<file path="config.mk">
export PLATFORM = sky130hd
export DESIGN_NAME = color_sort_eject_controller_flat
export DESIGN_NICKNAME = d
export VERILOG_FILES = /design/src/sv/csec_pkg.sv /design/src/sv/csec_if.sv /design/src/sv/csec_cfg_regs.sv /design/src/sv/csec_core.sv /design/src/sv/csec_out_queue.sv /design/src/sv/color_sort_eject_controller.sv /design/src/flat_wrapper.sv
export SDC_FILE = /design/constraint.sdc
export NUM_CORES = 1
export LEC_CHECK = 0
export ABC_CLOCK_PERIOD_IN_PS = 4800
export BUFFER_PORTS_ARGS = -buffer_cell sky130_fd_sc_hd__buf_2
export CORE_ASPECT_RATIO = 0.8
export CORE_MARGIN = 4
export CORE_UTILIZATION = 40
export CTS_BUF_LIST = sky130_fd_sc_hd__clkbuf_2
export DETAILED_ROUTE_END_ITERATION = 6
export PLACE_DENSITY = 0.65
export SKIP_LAST_GASP = 1
export SYNTH_ARGS = -nofsm -noshare
export SYNTH_HDL_FRONTEND = slang
export SYNTH_HIERARCHICAL = 1
export SYNTH_SLANG_ARGS = --single-unit
</file>
<file path="constraint.sdc">
create_clock -name clk -period 4.8 [get_ports clk]
set_input_delay 0.24 -clock clk [delete_from_list [all_inputs] [get_ports clk]]
set_output_delay 0.24 -clock clk [all_outputs]
set_load 0.1 [all_outputs]
</file>
<file path="src/sv/csec_pkg.sv">
// Shared types and constants for the color sort eject controller.
`timescale 1ns / 1ps
`default_nettype none
package csec_pkg;

  localparam int unsigned HUE_W   = 12;
  localparam int unsigned PROX_W  = 8;
  localparam int unsigned TIME_W  = 32;
  localparam int unsigned SPEED_W = 8;
  localparam int unsigned MS_W    = 16;
  localparam int unsigned PHASE_W = 2;
  localparam int unsigned CFG_ADDR_W = 3;
  localparam int unsigned CFG_DATA_W = 16;

  // Hue thresholds in tenths of a degree
  localparam logic [HUE_W-1:0] RED_LOW_TENTHS   = 12'd250;
  localparam logic [HUE_W-1:0] RED_HIGH_TENTHS  = 12'd3300;
  localparam logic [HUE_W-1:0] BLUE_LOW_TENTHS  = 12'd2100;
  localparam logic [HUE_W-1:0] BLUE_HIGH_TENTHS = 12'd2400;

  // Register reset values
  localparam logic [SPEED_W-1:0] MANUAL_SPEED_RST    = 8'd0;
  localparam logic               SORT_ENABLE_RST     = 1'b0;
  localparam logic               OWN_COLOR_RED_RST   = 1'b1;
  localparam logic [PROX_W-1:0]  PROXIMITY_LIMIT_RST = 8'd225;
  localparam logic [MS_W-1:0]    EJECT_DELAY_RST     = 16'd150;
  localparam logic [MS_W-1:0]    EJECT_HOLD_RST      = 16'd350;
  localparam logic [SPEED_W-1:0] EJECT_SPEED_RST     = 8'd127;

  typedef enum logic [CFG_ADDR_W-1:0] {
    REG_MANUAL_SPEED    = 3'd0,
    REG_SORT_ENABLE     = 3'd1,
    REG_OWN_COLOR_RED   = 3'd2,
    REG_PROXIMITY_LIMIT = 3'd3,
    REG_EJECT_DELAY     = 3'd4,
    REG_EJECT_HOLD      = 3'd5,
    REG_EJECT_SPEED     = 3'd6
  } cfg_reg_t;

  typedef enum logic [PHASE_W-1:0] {
    PH_IDLE  = 2'd0,
    PH_ARMED = 2'd1,
    PH_EJECT = 2'd2
  } phase_t;

  typedef struct packed {
    logic signed [SPEED_W-1:0] manual_speed;
    logic                      sort_enable;
    logic                      own_color_red;
    logic [PROX_W-1:0]         proximity_limit;
    logic [MS_W-1:0]           eject_delay_ms;
    logic [MS_W-1:0]           eject_hold_ms;
    logic signed [SPEED_W-1:0] eject_speed;
  } cfg_t;

  typedef struct packed {
    logic                      valid;
    logic signed [SPEED_W-1:0] motor_cmd;
    logic [PHASE_W-1:0]        phase_out;
  } result_t;

endpackage
`default_nettype wire

</file>
<file path="src/sv/csec_if.sv">
// Handshake channel interfaces for samples, results and register writes.
`timescale 1ns / 1ps
`default_nettype none
interface csec_sample_if;
  logic                            valid;
  logic                            ready;
  logic [csec_pkg::HUE_W-1:0]      hue_tenths;
  logic [csec_pkg::PROX_W-1:0]     proximity_level;
  logic [csec_pkg::TIME_W-1:0]     now_ms;
  modport source (output valid, hue_tenths, proximity_level, now_ms, input ready);
  modport sink (input valid, hue_tenths, proximity_level, now_ms, output ready);
endinterface

interface csec_result_if;
  logic                               valid;
  logic                               ready;
  logic signed [csec_pkg::SPEED_W-1:0] motor_cmd;
  logic [csec_pkg::PHASE_W-1:0]       phase_out;
  modport source (output valid, motor_cmd, phase_out, input ready);
  modport sink (input valid, motor_cmd, phase_out, output ready);
endinterface

interface csec_cfg_if;
  logic                             valid;
  logic                             ready;
  logic [csec_pkg::CFG_ADDR_W-1:0]  addr;
  logic [csec_pkg::CFG_DATA_W-1:0]  wdata;
  modport source (output valid, addr, wdata, input ready);
  modport sink (input valid, addr, wdata, output ready);
endinterface
`default_nettype wire

</file>
<file path="src/sv/csec_cfg_regs.sv">
// Configuration register bank.
`timescale 1ns / 1ps
`default_nettype none
module csec_cfg_regs (
  input  wire logic          clk,
  input  wire logic          rst,
  csec_cfg_if.sink           cfg,
  output csec_pkg::cfg_t     regs
);
  import csec_pkg::*;

  assign cfg.ready = 1'b1;

  always_ff @(posedge clk) begin
    if (rst) begin
      regs.manual_speed    <= MANUAL_SPEED_RST;
      regs.sort_enable     <= SORT_ENABLE_RST;
      regs.own_color_red   <= OWN_COLOR_RED_RST;
      regs.proximity_limit <= PROXIMITY_LIMIT_RST;
      regs.eject_delay_ms  <= EJECT_DELAY_RST;
      regs.eject_hold_ms   <= EJECT_HOLD_RST;
      regs.eject_speed     <= EJECT_SPEED_RST;
    end else if (cfg.valid) begin
      unique case (cfg.addr)
        REG_MANUAL_SPEED:    regs.manual_speed    <= cfg.wdata[SPEED_W-1:0];
        REG_SORT_ENABLE:     regs.sort_enable     <= cfg.wdata[0];
        REG_OWN_COLOR_RED:   regs.own_color_red   <= cfg.wdata[0];
        REG_PROXIMITY_LIMIT: regs.proximity_limit <= cfg.wdata[PROX_W-1:0];
        REG_EJECT_DELAY:     regs.eject_delay_ms  <= cfg.wdata[MS_W-1:0];
        REG_EJECT_HOLD:      regs.eject_hold_ms   <= cfg.wdata[MS_W-1:0];
        REG_EJECT_SPEED:     regs.eject_speed     <= cfg.wdata[SPEED_W-1:0];
        default: ; // drop writes beyond the register list
      endcase
    end
  end
endmodule
`default_nettype wire

</file>
<file path="src/sv/csec_core.sv">
// Sample register, phase and deadline state, and the per-sample decision logic.
`timescale 1ns / 1ps
`default_nettype none
module csec_core (
  input  wire logic          clk,
  input  wire logic          rst,
  csec_sample_if.sink        sample,
  input  wire csec_pkg::cfg_t regs,
  input  wire logic          res_room,
  output csec_pkg::result_t  res
);
  import csec_pkg::*;

  logic              s1_valid;
  logic [HUE_W-1:0]  s1_hue;
  logic [PROX_W-1:0] s1_prox;
  logic [TIME_W-1:0] s1_now;
  logic              s1_go;

  phase_t            phase, phase_next;
  logic [TIME_W-1:0] deadline, deadline_next;

  logic is_red, is_blue, is_close, hit, expired;

  assign s1_go        = s1_valid && res_room;
  assign sample.ready = !s1_valid || s1_go;

  always_ff @(posedge clk) begin
    if (rst) begin
      s1_valid <= 1'b0;
    end else if (sample.ready) begin
      s1_valid <= sample.valid;
    end
    if (sample.ready && sample.valid) begin
      s1_hue  <= sample.hue_tenths;
      s1_prox <= sample.proximity_level;
      s1_now  <= sample.now_ms;
    end
  end

  assign is_red   = (s1_hue < RED_LOW_TENTHS) || (s1_hue > RED_HIGH_TENTHS);
  assign is_blue  = (s1_hue > BLUE_LOW_TENTHS) && (s1_hue < BLUE_HIGH_TENTHS);
  assign is_close = s1_prox > regs.proximity_limit;
  assign hit      = regs.own_color_red ? is_blue : is_red;
  assign expired  = s1_now > deadline;

  always_comb begin
    phase_next    = phase;
    deadline_next = deadline;
    res.valid     = s1_go;
    res.motor_cmd = regs.manual_speed;
    unique case (phase)
      PH_EJECT: begin
        res.motor_cmd = regs.eject_speed;
        if (expired) phase_next = PH_IDLE;
      end
      PH_ARMED: begin
        if (expired) begin
          // start ejecting; this sample yields no command
          phase_next    = PH_EJECT;
          deadline_next = s1_now + TIME_W'(regs.eject_hold_ms);
          res.valid     = 1'b0;
        end
      end
      default: begin
        phase_next = PH_IDLE;
        if (regs.sort_enable && is_close && hit) begin
          phase_next    = PH_ARMED;
          deadline_next = s1_now + TIME_W'(regs.eject_delay_ms);
        end
      end
    endcase
    res.phase_out = phase_next;
  end

  always_ff @(posedge clk) begin
    if (rst) begin
      phase    <= PH_IDLE;
      deadline <= '0;
    end else if (s1_go) begin
      phase    <= phase_next;
      deadline <= deadline_next;
    end
  end
endmodule
`default_nettype wire

</file>
<file path="src/sv/csec_out_queue.sv">
// Two-entry result queue that decouples the core from a stalled consumer.
`timescale 1ns / 1ps
`default_nettype none
module csec_out_queue (
  input  wire logic          clk,
  input  wire logic          rst,
  input  wire csec_pkg::result_t res,
  output logic               room,
  csec_result_if.source      result
);
  import csec_pkg::*;

  typedef struct packed {
    logic signed [SPEED_W-1:0] motor_cmd;
    logic [PHASE_W-1:0]        phase_out;
  } entry_t;

  entry_t     mem [2];
  logic       wr_ptr, rd_ptr;
  logic [1:0] count;
  logic       push, pop;

  assign room          = count != 2'd2;
  assign push          = res.valid;
  assign pop           = result.valid && result.ready;
  assign result.valid  = count != 2'd0;
  assign result.motor_cmd = mem[rd_ptr].motor_cmd;
  assign result.phase_out = mem[rd_ptr].phase_out;

  always_ff @(posedge clk) begin
    if (push) begin
      mem[wr_ptr] <= '{motor_cmd: res.motor_cmd, phase_out: res.phase_out};
    end
  end

  always_ff @(posedge clk) begin
    if (rst) begin
      wr_ptr <= 1'b0;
      rd_ptr <= 1'b0;
      count  <= 2'd0;
    end else begin
      if (push) wr_ptr <= !wr_ptr;
      if (pop)  rd_ptr <= !rd_ptr;
      unique case ({push, pop})
        2'b10:   count <= count + 2'd1;
        2'b01:   count <= count - 2'd1;
        default: count <= count;
      endcase
    end
  end
endmodule
`default_nettype wire

</file>
<file path="src/sv/color_sort_eject_controller.sv">
// Top level of the color sort eject controller.
`timescale 1ns / 1ps
`default_nettype none
// Takes one sensor sample (hue in tenths of a degree, proximity, millisecond
// time) per transfer and returns at most one motor command with the phase
// after that sample. Throughput is one sample per clock: the whole decision
// (two hue window compares, one proximity compare, one 32-bit deadline
// compare and two 32-bit adds) sits between the sample register and a
// two-entry result queue, so a stalled consumer does not stop sampling until
// the queue fills. A sample passes the sample register and then a result
// queue entry before its result is offered to the consumer. A sample that
// ends the arming delay yields no result and itself starts the eject hold.
// Deadlines wrap modulo 2^32 and use unsigned compares, so a deadline that
// wraps expires at once. Write the configuration registers only while no
// sample is in flight; the write port is always ready and ignores indexes
// past the register list.
module color_sort_eject_controller (
  input  wire logic      clk,
  input  wire logic      rst,
  csec_sample_if.sink    sample,
  csec_result_if.source  result,
  csec_cfg_if.sink       cfg
);
  import csec_pkg::*;

  cfg_t    regs;
  result_t res;
  logic    res_room;

  // register bank
  csec_cfg_regs u_regs (
    .clk  (clk),
    .rst  (rst),
    .cfg  (cfg),
    .regs (regs)
  );

  // sample register, phase state and decision
  csec_core u_core (
    .clk      (clk),
    .rst      (rst),
    .sample   (sample),
    .regs     (regs),
    .res_room (res_room),
    .res      (res)
  );

  // hold results until the consumer takes them
  csec_out_queue u_queue (
    .clk    (clk),
    .rst    (rst),
    .res    (res),
    .room   (res_room),
    .result (result)
  );

  // Never push into a full queue.
  a_no_overflow: assert property (@(posedge clk) disable iff (rst)
    res.valid |-> res_room)
    else $error("result pushed into a full queue");

  // An ejecting result always carries the eject speed.
  a_eject_cmd: assert property (@(posedge clk) disable iff (rst)
    (res.valid && res.phase_out == PH_EJECT) |-> res.motor_cmd == regs.eject_speed)
    else $error("eject phase without eject speed");

  // A pending result leaves only through a transfer.
  a_result_held: assert property (@(posedge clk) disable iff (rst)
    (result.valid && !result.ready) |=> result.valid)
    else $error("pending result dropped");

endmodule
`default_nettype wire
</file>
<file path="src/flat_wrapper.sv">
// flat-port wrapper written by rule: the top's interface ports become plain ports
module color_sort_eject_controller_flat import csec_pkg::*;
  (clk, rst, sample_valid, sample_hue_tenths, sample_proximity_level, sample_now_ms, sample_ready, result_valid, result_motor_cmd, result_phase_out, result_ready, cfg_valid, cfg_addr, cfg_wdata, cfg_ready);
  csec_sample_if sample_i ();
  csec_result_if result_i ();
  csec_cfg_if cfg_i ();
  input  wire logic clk;
  input  wire logic rst;
  input wire logic [$bits(sample_i.valid)-1:0] sample_valid;
  input wire logic [$bits(sample_i.hue_tenths)-1:0] sample_hue_tenths;
  input wire logic [$bits(sample_i.proximity_level)-1:0] sample_proximity_level;
  input wire logic [$bits(sample_i.now_ms)-1:0] sample_now_ms;
  output wire logic [$bits(sample_i.ready)-1:0] sample_ready;
  output wire logic [$bits(result_i.valid)-1:0] result_valid;
  output wire logic [$bits(result_i.motor_cmd)-1:0] result_motor_cmd;
  output wire logic [$bits(result_i.phase_out)-1:0] result_phase_out;
  input wire logic [$bits(result_i.ready)-1:0] result_ready;
  input wire logic [$bits(cfg_i.valid)-1:0] cfg_valid;
  input wire logic [$bits(cfg_i.addr)-1:0] cfg_addr;
  input wire logic [$bits(cfg_i.wdata)-1:0] cfg_wdata;
  output wire logic [$bits(cfg_i.ready)-1:0] cfg_ready;
  assign sample_i.valid = sample_valid;
  assign sample_i.hue_tenths = sample_hue_tenths;
  assign sample_i.proximity_level = sample_proximity_level;
  assign sample_i.now_ms = sample_now_ms;
  assign sample_ready = sample_i.ready;
  assign result_valid = result_i.valid;
  assign result_motor_cmd = result_i.motor_cmd;
  assign result_phase_out = result_i.phase_out;
  assign result_i.ready = result_ready;
  assign cfg_i.valid = cfg_valid;
  assign cfg_i.addr = cfg_addr;
  assign cfg_i.wdata = cfg_wdata;
  assign cfg_ready = cfg_i.ready;
  color_sort_eject_controller u_core (.clk(clk), .rst(rst), .sample(sample_i), .result(result_i), .cfg(cfg_i));
endmodule
</file>
Word-level counts from Yosys, hierarchy flattened --
Memories as Yosys holds them, arrays and structs flattened. A register that Yosys moved wholly into a read port is not among the register bits. Index checks and enable logic that the tools add are counted.
Storage, ports and cells: register bits after elaboration 149, RAM bits 20, output and inout bits 13, word-level logic and storage cells 79, memories 1
Cells by class: $add $sub $neg 4, $lt $le $gt $ge 6, equality and inequality tests 12, muxes and demuxes 16, bitwise logic cells 1, reductions and logical operators 23
Memories:
- u_core.u_queue.mem | words 2, bits a word 10, rd ports 1, clocked after memory_dff 1, wr ports 1, RTL line csec_out_queue.sv:18 | entry_t mem [2];
Operators with widths (count):
- adder 32 x 16 -> 32 bit | 2
- 2-to-1 mux 32 bit | 2
- one-hot mux 32 bit (2 select lines) | 1
- greater-than comparator 32 bit | 1
- greater-than comparator 12 bit, second input constant | 2
- AND reduction 2 bit | 7
- less-than comparator 12 bit, second input constant | 1
- less-than comparator 12 x 8 -> 1 bit, second input constant | 1
- equality test 3 bit, second input constant | 3
- greater-than comparator 8 bit | 1
- 2-to-1 mux 1 bit | 8
- 2-to-1 mux 8 bit | 1
- one-hot mux 2 bit (2 select lines) | 2
- equality test 3 x 2 -> 1 bit, second input constant | 2
- logical AND 1 bit | 6
- nonzero test 2 bit | 3
- equality test 2 x 1 -> 1 bit, second input constant | 2
- equality test 2 bit, second input constant | 2
- 2-to-1 mux 2 bit | 2
- inequality test 2 bit, second input constant | 2
- AND reduction 4 bit | 1
- equality test 3 x 1 -> 1 bit, second input constant | 1
- logical NOT 1 bit | 3
- logical NOT 3 bit | 1
- other kinds (4) | 5

Logic depth before layout (Yosys ltp) --
Gate-level depths: netlist (run 1).
depth after elaboration 6, gate-level depth with buffers 15

By module --
The synthesis (run 1) kept the hierarchy.
By module, submodules not included:
- csec_core | instances 1, cells an instance 632, area an instance 6115.9 µm²
- csec_cfg_regs | instances 1, cells an instance 226, area an instance 2366.0 µm²
- csec_out_queue | instances 1, cells an instance 54, area an instance 932.1 µm²

Worst setup path before layout (run 1) --
OpenSTA, ideal clock, no wires.
path kind flip-flop to flip-flop, start point register u_core.u_core.phase[1], end point register u_core.u_core.deadline[20], setup time 0.072 ns, data arrival time 3.400 ns, data required time 4.728 ns, slack 1.328 ns, stages on the path, launching flop included 16, buffers on the path 2, path through dfxtp_1 inv_1 ha_1 clkbuf_1 buf_2 mux2_2 ha_1 inv_1 fa_1 nand2b_1 a21oi_1 o211ai_1 a21oi_1 nor4b_1 o31ai_1 mux2i_1
Between the ends: longest elaborated chain between the ends 3
Ends and longest elaborated chain:
- start, declared | RTL line csec_core.sv:20 | phase_t phase, phase_next;
- start signal, assigned | RTL line csec_core.sv:81 | phase <= phase_next;
- equality test 2 x 1 -> 1 bit / equality test 2 bit (equally long branches) | RTL line csec_core.sv:52 | unique case (phase)
- inequality test 2 bit (no line), or another cell as far along
- AND reduction 4 bit (no line)
- end signal, assigned | RTL line csec_core.sv:82 | deadline <= deadline_next;
- end, declared | RTL line csec_core.sv:21 | logic [TIME_W-1:0] deadline, deadline_next;
Several ways; a longest one is shown, not always the timed one. A chain may end at the register's enable or synchronous reset.

Final worst setup path (run 1) --
start point register u_core.u_core.phase[1], end point register u_core.u_core.deadline[17]
The elaborated chain is that of the path after synthesis.

==> results of run 1 <==
## cells by family (layout without fill, tap and decap cells)
kind of cell / count (synthesis) / after routing / share of synthesized area
compound gates: 177 / 177 / 0.135
buf+inv: 97 / 257 / 0.0453
mux: 110 / 110 / 0.123
flops: 170 / 170 / 0.438
simple gates: 274 / 274 / 0.156
xor+xnor: 23 / 23 / 0.0214
fa+ha+maj: 60 / 60 / 0.0805
other cells: 1 / 2 / 0.000398
## per-layer routing
metal  global-route usage  vias up  wire length (um)
met5                    0        -                 0
met4               0.0362        0               159
met3               0.0333        9               873
met2                0.249      148              9630
met1                0.246     3387             11300
li1                     -     3617                 -
## worst max-delay path, stage by stage (launching register included)
cell	delay [ns]
dfxtp_1	0.38
inv_1	0.08
ha_1	0.26
buf_4	0.32
mux2_2	0.38
ha_1	0.35
a21oi_1	0.18
o21ai_0	0.13
a311o_2	0.38
a311oi_2	0.78
o31a_1	0.22
o21ai_0	0.08
mux2i_1	0.19
## sequential cells by signal, indices dropped and copies added (netlist names), named ones only
signal                  cells
u_core/u_core/deadline     32
u_core/u_queue/mem         20
u_core/u_queue/wr_ptr       1
u_core/u_queue/count        2
u_core/u_core/s1_valid      1
u_core/u_core/s1_hue       12
u_core/u_core/s1_now       32
u_core/u_queue/rd_ptr       1
u_core/u_core/phase         2
u_core/u_regs/regs         58
u_core/u_core/s1_prox       8
## power breakdown
part / leakage, nW / switching [mW] / internal (mW) / total (mW)
registers: 1.49 / 0.0708 / 1.61 / 1.68
logic: 2.78 / 0.585 / 0.326 / 0.911
clock network: 0.152 / 0.558 / 0.259 / 0.816
total: 4.42 / 1.21 / 2.19 / 3.41
## placed cells by master (no fill, tap or decap), types with 5 or more instances in the layout
cell type / n
dlygate4sd3_1: 76
nand2_1: 47
buf_2: 87
clkbuf_2: 18
a222oi_1: 5
xnor2_1: 16
inv_6: 5
inv_1: 56
ha_1: 59
nor2_1: 67
o31ai_1: 14
dfxtp_1: 98
a21o_1: 5
mux2i_1: 71
xor2_1: 7
edfxtp_1: 72
nand4_1: 11
nor4_1: 8
o211ai_1: 7
nand2b_1: 61
o21a_1: 5
mux2_2: 38
nor3_1: 11
o21ai_0: 22
a21oi_1: 60
buf_4: 5
nand3_1: 18
and3_1: 5
or3_1: 10
a31oi_1: 8
## worst paths after layout
| kind | slack [ns] | depth (start not counted) | endpoint |
|---|---|---|---|
| worst max register to register | 1.00 | 12 | u_core/u_core/deadline[17] |
| worst max-delay path | 1.00 | 12 | u_core/u_core/deadline[17] |
| worst min register to register | 0.48 | 2 | u_core/u_core/deadline[13] |
| worst min-delay path | 0.15 | 2 | u_core/u_core/s1_prox[1] |
## cell usage after synthesis (4+ instances only)
cell type	instances	area [um2]
dfxtp_1	98	1960
edfxtp_1	72	2160
mux2i_1	71	711
nor2_1	67	251
nand2b_1	61	382
a21oi_1	60	300
ha_1	59	738
inv_1	56	210
nand2_1	47	176
mux2_2	38	428
o21ai_0	22	110
clkbuf_1	19	71.3
nand3_1	18	90.1
xnor2_1	16	140
o31ai_1	14	105
buf_2	13	65.1
nand4_1	11	68.8
nor3_1	11	55.1
or3_1	10	62.6
a31oi_1	8	50.1
nor4_1	8	50.1
o211ai_1	7	52.6
xor2_1	7	61.3
a21o_1	5	37.5
a222oi_1	5	50.1
and3_1	5	31.3
o21a_1	5	37.5
a211oi_1	4	30.0
a211oi_2	4	50.1
and2_1	4	25.0
nand4b_1	4	35.0
nor2b_1	4	25.0
## metrics by stage
step / cell area [um2] / setup slack (ns) / instances / util / hold slack, ns
2_1_floorplan: 9410 / 1.33 / 912 / - / 0.309
3_3_place_gp: 10100 / 1.23 / 1270 / 0.441 / 0.417
3_5_place_dp: 10100 / 1.11 / 1270 / 0.441 / 0.418
4_1_cts: 11100 / 1.03 / 1378 / 0.485 / 0.0574
5_1_grt: 11100 / 0.702 / 1379 / 0.485 / 0.0460
6_report: 11100 / 1.00 / 1379 / 0.485 / 0.155
## area by class of cell
cell class,count,area share
diodes,1,0.000226
clock buffers,18,0.00814
clock inverters,14,0.0144
inverters,57,0.0193
multi-input cells,645,0.439
flip-flops and latches,170,0.373
well taps,306,0.0346
repair buffers,168,0.111
==> reports/metrics.cfg, run 1 <==
[route]
routedWlPerCell_um=15.9
drtIter0Drc=510
antenna_left=0
routed_wl_mm=21.9
drc=0
dr.pass1.iters=5
route.vias.total=7161
routed_via_density=5.19

[job]
maxCapViolCount=0

[die]
num_rows=49
top_level_ports=89
initial_core_util=0.413
die_w_um=180
die-area_mm2=0.0261
core_area_mm2=0.0228
die_y_um=145

[sta]
timing.final.crit_share=0.791
period_needed_ns=3.80
hold_violations=0
tns_ns=0
rsz0062_at_grt=no
slew_violations=0
relSlewSlack=0.234
tightestPinTransition_ns=1.15
fmax_ghz=0.263
final-setup-viol-count=0
fin_skew_ns=0.0383

[yosys]
synth_edf_count=72
async_flop_share=0
postSynthCellCount=912
synth_nets=1048
ys_dominant_reg_cell=dfxtp_1
yosysUniqueCellTypes=85
syn-cell-area_mm2=0.00941
synth_seq_area_share=0.438
syn_avg_cell_area_um2=10.3
synth_seq_cells=170
ys_warn_count=6

[setup_path]
startpoint=u_core/u_core/phase[1]
crit_arrival_ns=4.49
crit_required_ns=5.49
path_class=reg2reg
cp-end-kind=flip-flop
worstPathMaxFanout=20
r2r_start=u_core/u_core/phase[1]
cp-start-kind=flip-flop

[clock_network]
tritoncts=done
cts_buffer_depth=2
cts_setup_buffers=0
cts_made_buffers=17
cts.sinks=170
clock_latency_ns=0.76
cts_resized=0
root_buffer=clkbuf_2
htreeDepth=4
clk_pin_slew_ns=0.28
hold_buffers=76

[power_and_ir_drop]
ir_drop_v=0.000161
power.leakage_nw=4.42
power_mw=3.41
power_density_mw_per_mm2=308

[cells_and_area]
fillers=2154
syn2layout_area_growth_pct=17.6
fin_nets=1195
seq_area_mm2=0.00412
multi_input_comb_area_mm2=0.00486
layout-drive-gt1-share=0.178

[placed_design]
io_buffers=87
detailed_place_hpwl_mm=15.5
place.gp.congestion=0.842

[global_route]
antenna_found_initial=1
overflow=0
grt_pass1_wl_mm=35.4
grt_pass1_vias=6803
grt_max_degree=104
grt_use_total=0.165

[run_status]
status=finished, final reports clean

[hold_path]
hold_class=in2reg
hp-start=sample_proximity_level[1]

Power figures use the tool's default switching activity.
==> run 2: changes to the inputs <==
Settings changed: ABC_AREA from default to 1, ABC_CLOCK_PERIOD_IN_PS 4800 to 3500.
Clock period 4.8 ns to 3.5 ns, I/O delays scaled along.
==> run 2 against run 1 <==
Setup slack got worse by 0.51 ns. Critical path depth increased by 4. Clock power increased by 25%. Maximum frequency up 26%. Clock skew rose by 0.019 ns. Largest cell class unchanged. Largest power group unchanged.
==> reports/metrics.cfg, run 2 <==
[die]
die_y_um=145
initial_core_util=0.413
die-area_mm2=0.0261
num_rows=49
die_w_um=180
top_level_ports=89
core_area_mm2=0.0229

[sta]
period_needed_ns=3.01
relSlewSlack=0.380
slew_violations=0
hold_violations=0
rsz0062_at_grt=no
final-setup-viol-count=0
hold_slack_ns=0.0663
fin_skew_ns=0.0573
tightestPinTransition_ns=0.927
tns_ns=0
timing.final.crit_share=0.860
fmax_ghz=0.332

[yosys]
synth_seq_area_share=0.437
synth_seq_cells=170
synthAdderAreaFrac=0.0803
synth-xor-area-share=0.0167
postSynthCellCount=1234
ys_dominant_reg_cell=dfxtp_1
async_flop_share=0
synth_edf_count=72
syn-cell-area_mm2=0.00944
synth_most_common_cell=nand2_1
ys_top_cells_by_area=edfxtp_1, dfxtp_1, nand2_1, ha_1, nor2_1
synth-compound-area-share=0.0624
yosys-top-cells-count=nand2_1, nor2_1, inv_1, nand3_1, dfxtp_1
synth_nets=1370
ys_warn_count=6
synth_largest_area_cell=edfxtp_1
synth_top_family_by_area=simple AND/OR/NAND/NOR gates
synth.mux.area_fraction=0.0143
syn_avg_cell_area_um2=7.65
yosysUniqueCellTypes=41
synthSimpleGateAreaFrac=0.308
synth_top_area_frac=0.229

[cells_and_area]
layout-drive-gt1-share=0.124
top_regs=u_core/u_regs/regs: 58 flops, u_core/u_core/deadline: 32 flops, u_core/u_core/s1_now: 32 flops
multi_input_comb_area_mm2=0.00457
regMostFlops=u_core/u_regs/regs
final_common_cell=nand2_1
layout_common_cells=nand2_1, nor2_1, inv_1, nand3_1, dlygate4sd3_1
fillers=2209
seq_area_mm2=0.00412
syn2layout_area_growth_pct=20.5
fin_nets=1553
largest_reg_flops=58

[clock_network]
tritoncts=done
cts_resized=0
htreeDepth=4
cts_made_buffers=17
root_buffer=clkbuf_2
clock_latency_ns=0.79
cts_setup_buffers=0
cts.sinks=170
cts_buffer_depth=2
clk_pin_slew_ns=0.32

[route]
route.vias.total=8399
dr.pass1.iters=6
routedWlPerCell_um=13.4
drtIter0Drc=742
drc=0
routed_via_density=4.84
antenna_left=0
routed_wl_mm=23.4

[job]
maxCapViolCount=0

[placed_design]
io_buffers=87
detailed_place_hpwl_mm=17.0
place.gp.congestion=0.944

[setup_path]
cp.buffers_inverters=3
path_class=reg2reg
cp_top_family=simple AND/OR/NAND/NOR gates
worstPathMaxFanout=18
crit_required_ns=4.19
cpPeakStageDelay_ns=0.47
reg2regPathDepth=16
crit_cells=16
r2r-end=u_core/u_core/deadline[28]
crit_chain=inv_1 > ha_1 > buf_4 > o21ai_0 > inv_1 > fa_1 > o21ai_1 > nand2_1 > nand2_1 > nand3_1 > nand2_1 > nand2_1 > o21ai_1 > nand2_1 > nor2_1 > nor2_1
cp-start-kind=flip-flop
cp-end-kind=flip-flop
critical-path-top-cell-by-count=nand2_1
crit_arrival_ns=3.70
r2r_start=u_core/u_core/phase[1]
critPathSlowestCell=fa_1
r2r_setup_slack_ns=0.49

[hold_path]
hold_class=in2reg
worstHoldEndpoint=u_core/u_core/s1_hue[4]
hold_depth=2
hp-start=sample_hue_tenths[4]

[global_route]
antenna_found_initial=1
grt_use_total=0.180
overflow=0
grt_pass1_wl_mm=39.3
grt_max_degree=59
grt_pass1_vias=7937

[power_and_ir_drop]
power.leakage_nw=5.18
power_density_mw_per_mm2=378
ir_drop_v=0.000196

[run_status]
status=finished, final reports clean

## run 2: cell types whose count changed after synthesis, sizes merged, moves of 11 or more
cell / change
nor2: +111
clkbuf: -15
mux2: -29
o31ai: -16
nand3: +95
nand2b: -60
or3: -11
mux2i: -71
inv: +81
nand2: +321
## run 2: logic make-up after synthesis
group,after synthesis
other cells,1
flops,170
buf+inv,174
xor+xnor,18
fa+ha+maj,60
mux,10
simple gates,699
compound gates,102
## run 2: final cells by class
cell class | count | share of cell area
Antenna cell | 1 | 0.000220
Clock buffer | 17 | 0.00748
Clock inverter | 15 | 0.0134
Inverter | 140 | 0.0466
Multi-Input combinational cell | 890 | 0.402
Sequential cell | 170 | 0.363
Tap cell | 306 | 0.0337
Timing Repair Buffer | 198 | 0.134
## run 2: through the flow
| stage | cell area, um2 | util | worst slack, ns | std cells | power, mW |
|---|---|---|---|---|---|
| 5_1_grt | 11400 | 0.497 | 0.164 | 1737 | 4.54 |
| 4_1_cts | 11400 | 0.497 | 0.490 | 1736 | 4.33 |
| 3_5_place_dp | 10100 | 0.444 | 0.512 | 1605 | 3.22 |
| 6_report | 11400 | 0.497 | 0.489 | 1737 | 4.29 |
| 3_3_place_gp | 10100 | 0.444 | 0.588 | 1605 | 3.21 |
| 2_1_floorplan | 9440 | - | 0.512 | 1234 | 3.00 |
## run 2: timing repair
item,4_1_cts,5_1_grt
endpoints found under the hold margin,169,0
hold buffers,99,0
endpoints found under the setup margin,0,0
## run 2: routing by layer
layer  track usage  vias up  wire length (um)
met5             0        -                 0
met4        0.0407        0               212
met3        0.0282       14              1330
met2         0.274      232              9890
met1         0.272     3801             11900
li1              -     4352                 -
## run 2: worst max-delay path by stage
stage                            from                          to
5_1_grt        u_core/u_core/phase[0]  u_core/u_core/deadline[28]
2_1_floorplan  u_core/u_core/phase[1]  u_core/u_core/deadline[24]
3_3_place_gp   u_core/u_core/phase[1]  u_core/u_core/deadline[28]
3_5_place_dp   u_core/u_core/phase[1]  u_core/u_core/deadline[24]
4_1_cts        u_core/u_core/phase[1]  u_core/u_core/deadline[24]
6_report       u_core/u_core/phase[1]  u_core/u_core/deadline[28]
## run 2: where the power goes
part           switching (mW)  total (mW)  internal (mW)
sequential             0.0833        2.27           2.18
combinational           0.646        1.01          0.362
clock                   0.789        1.02          0.230
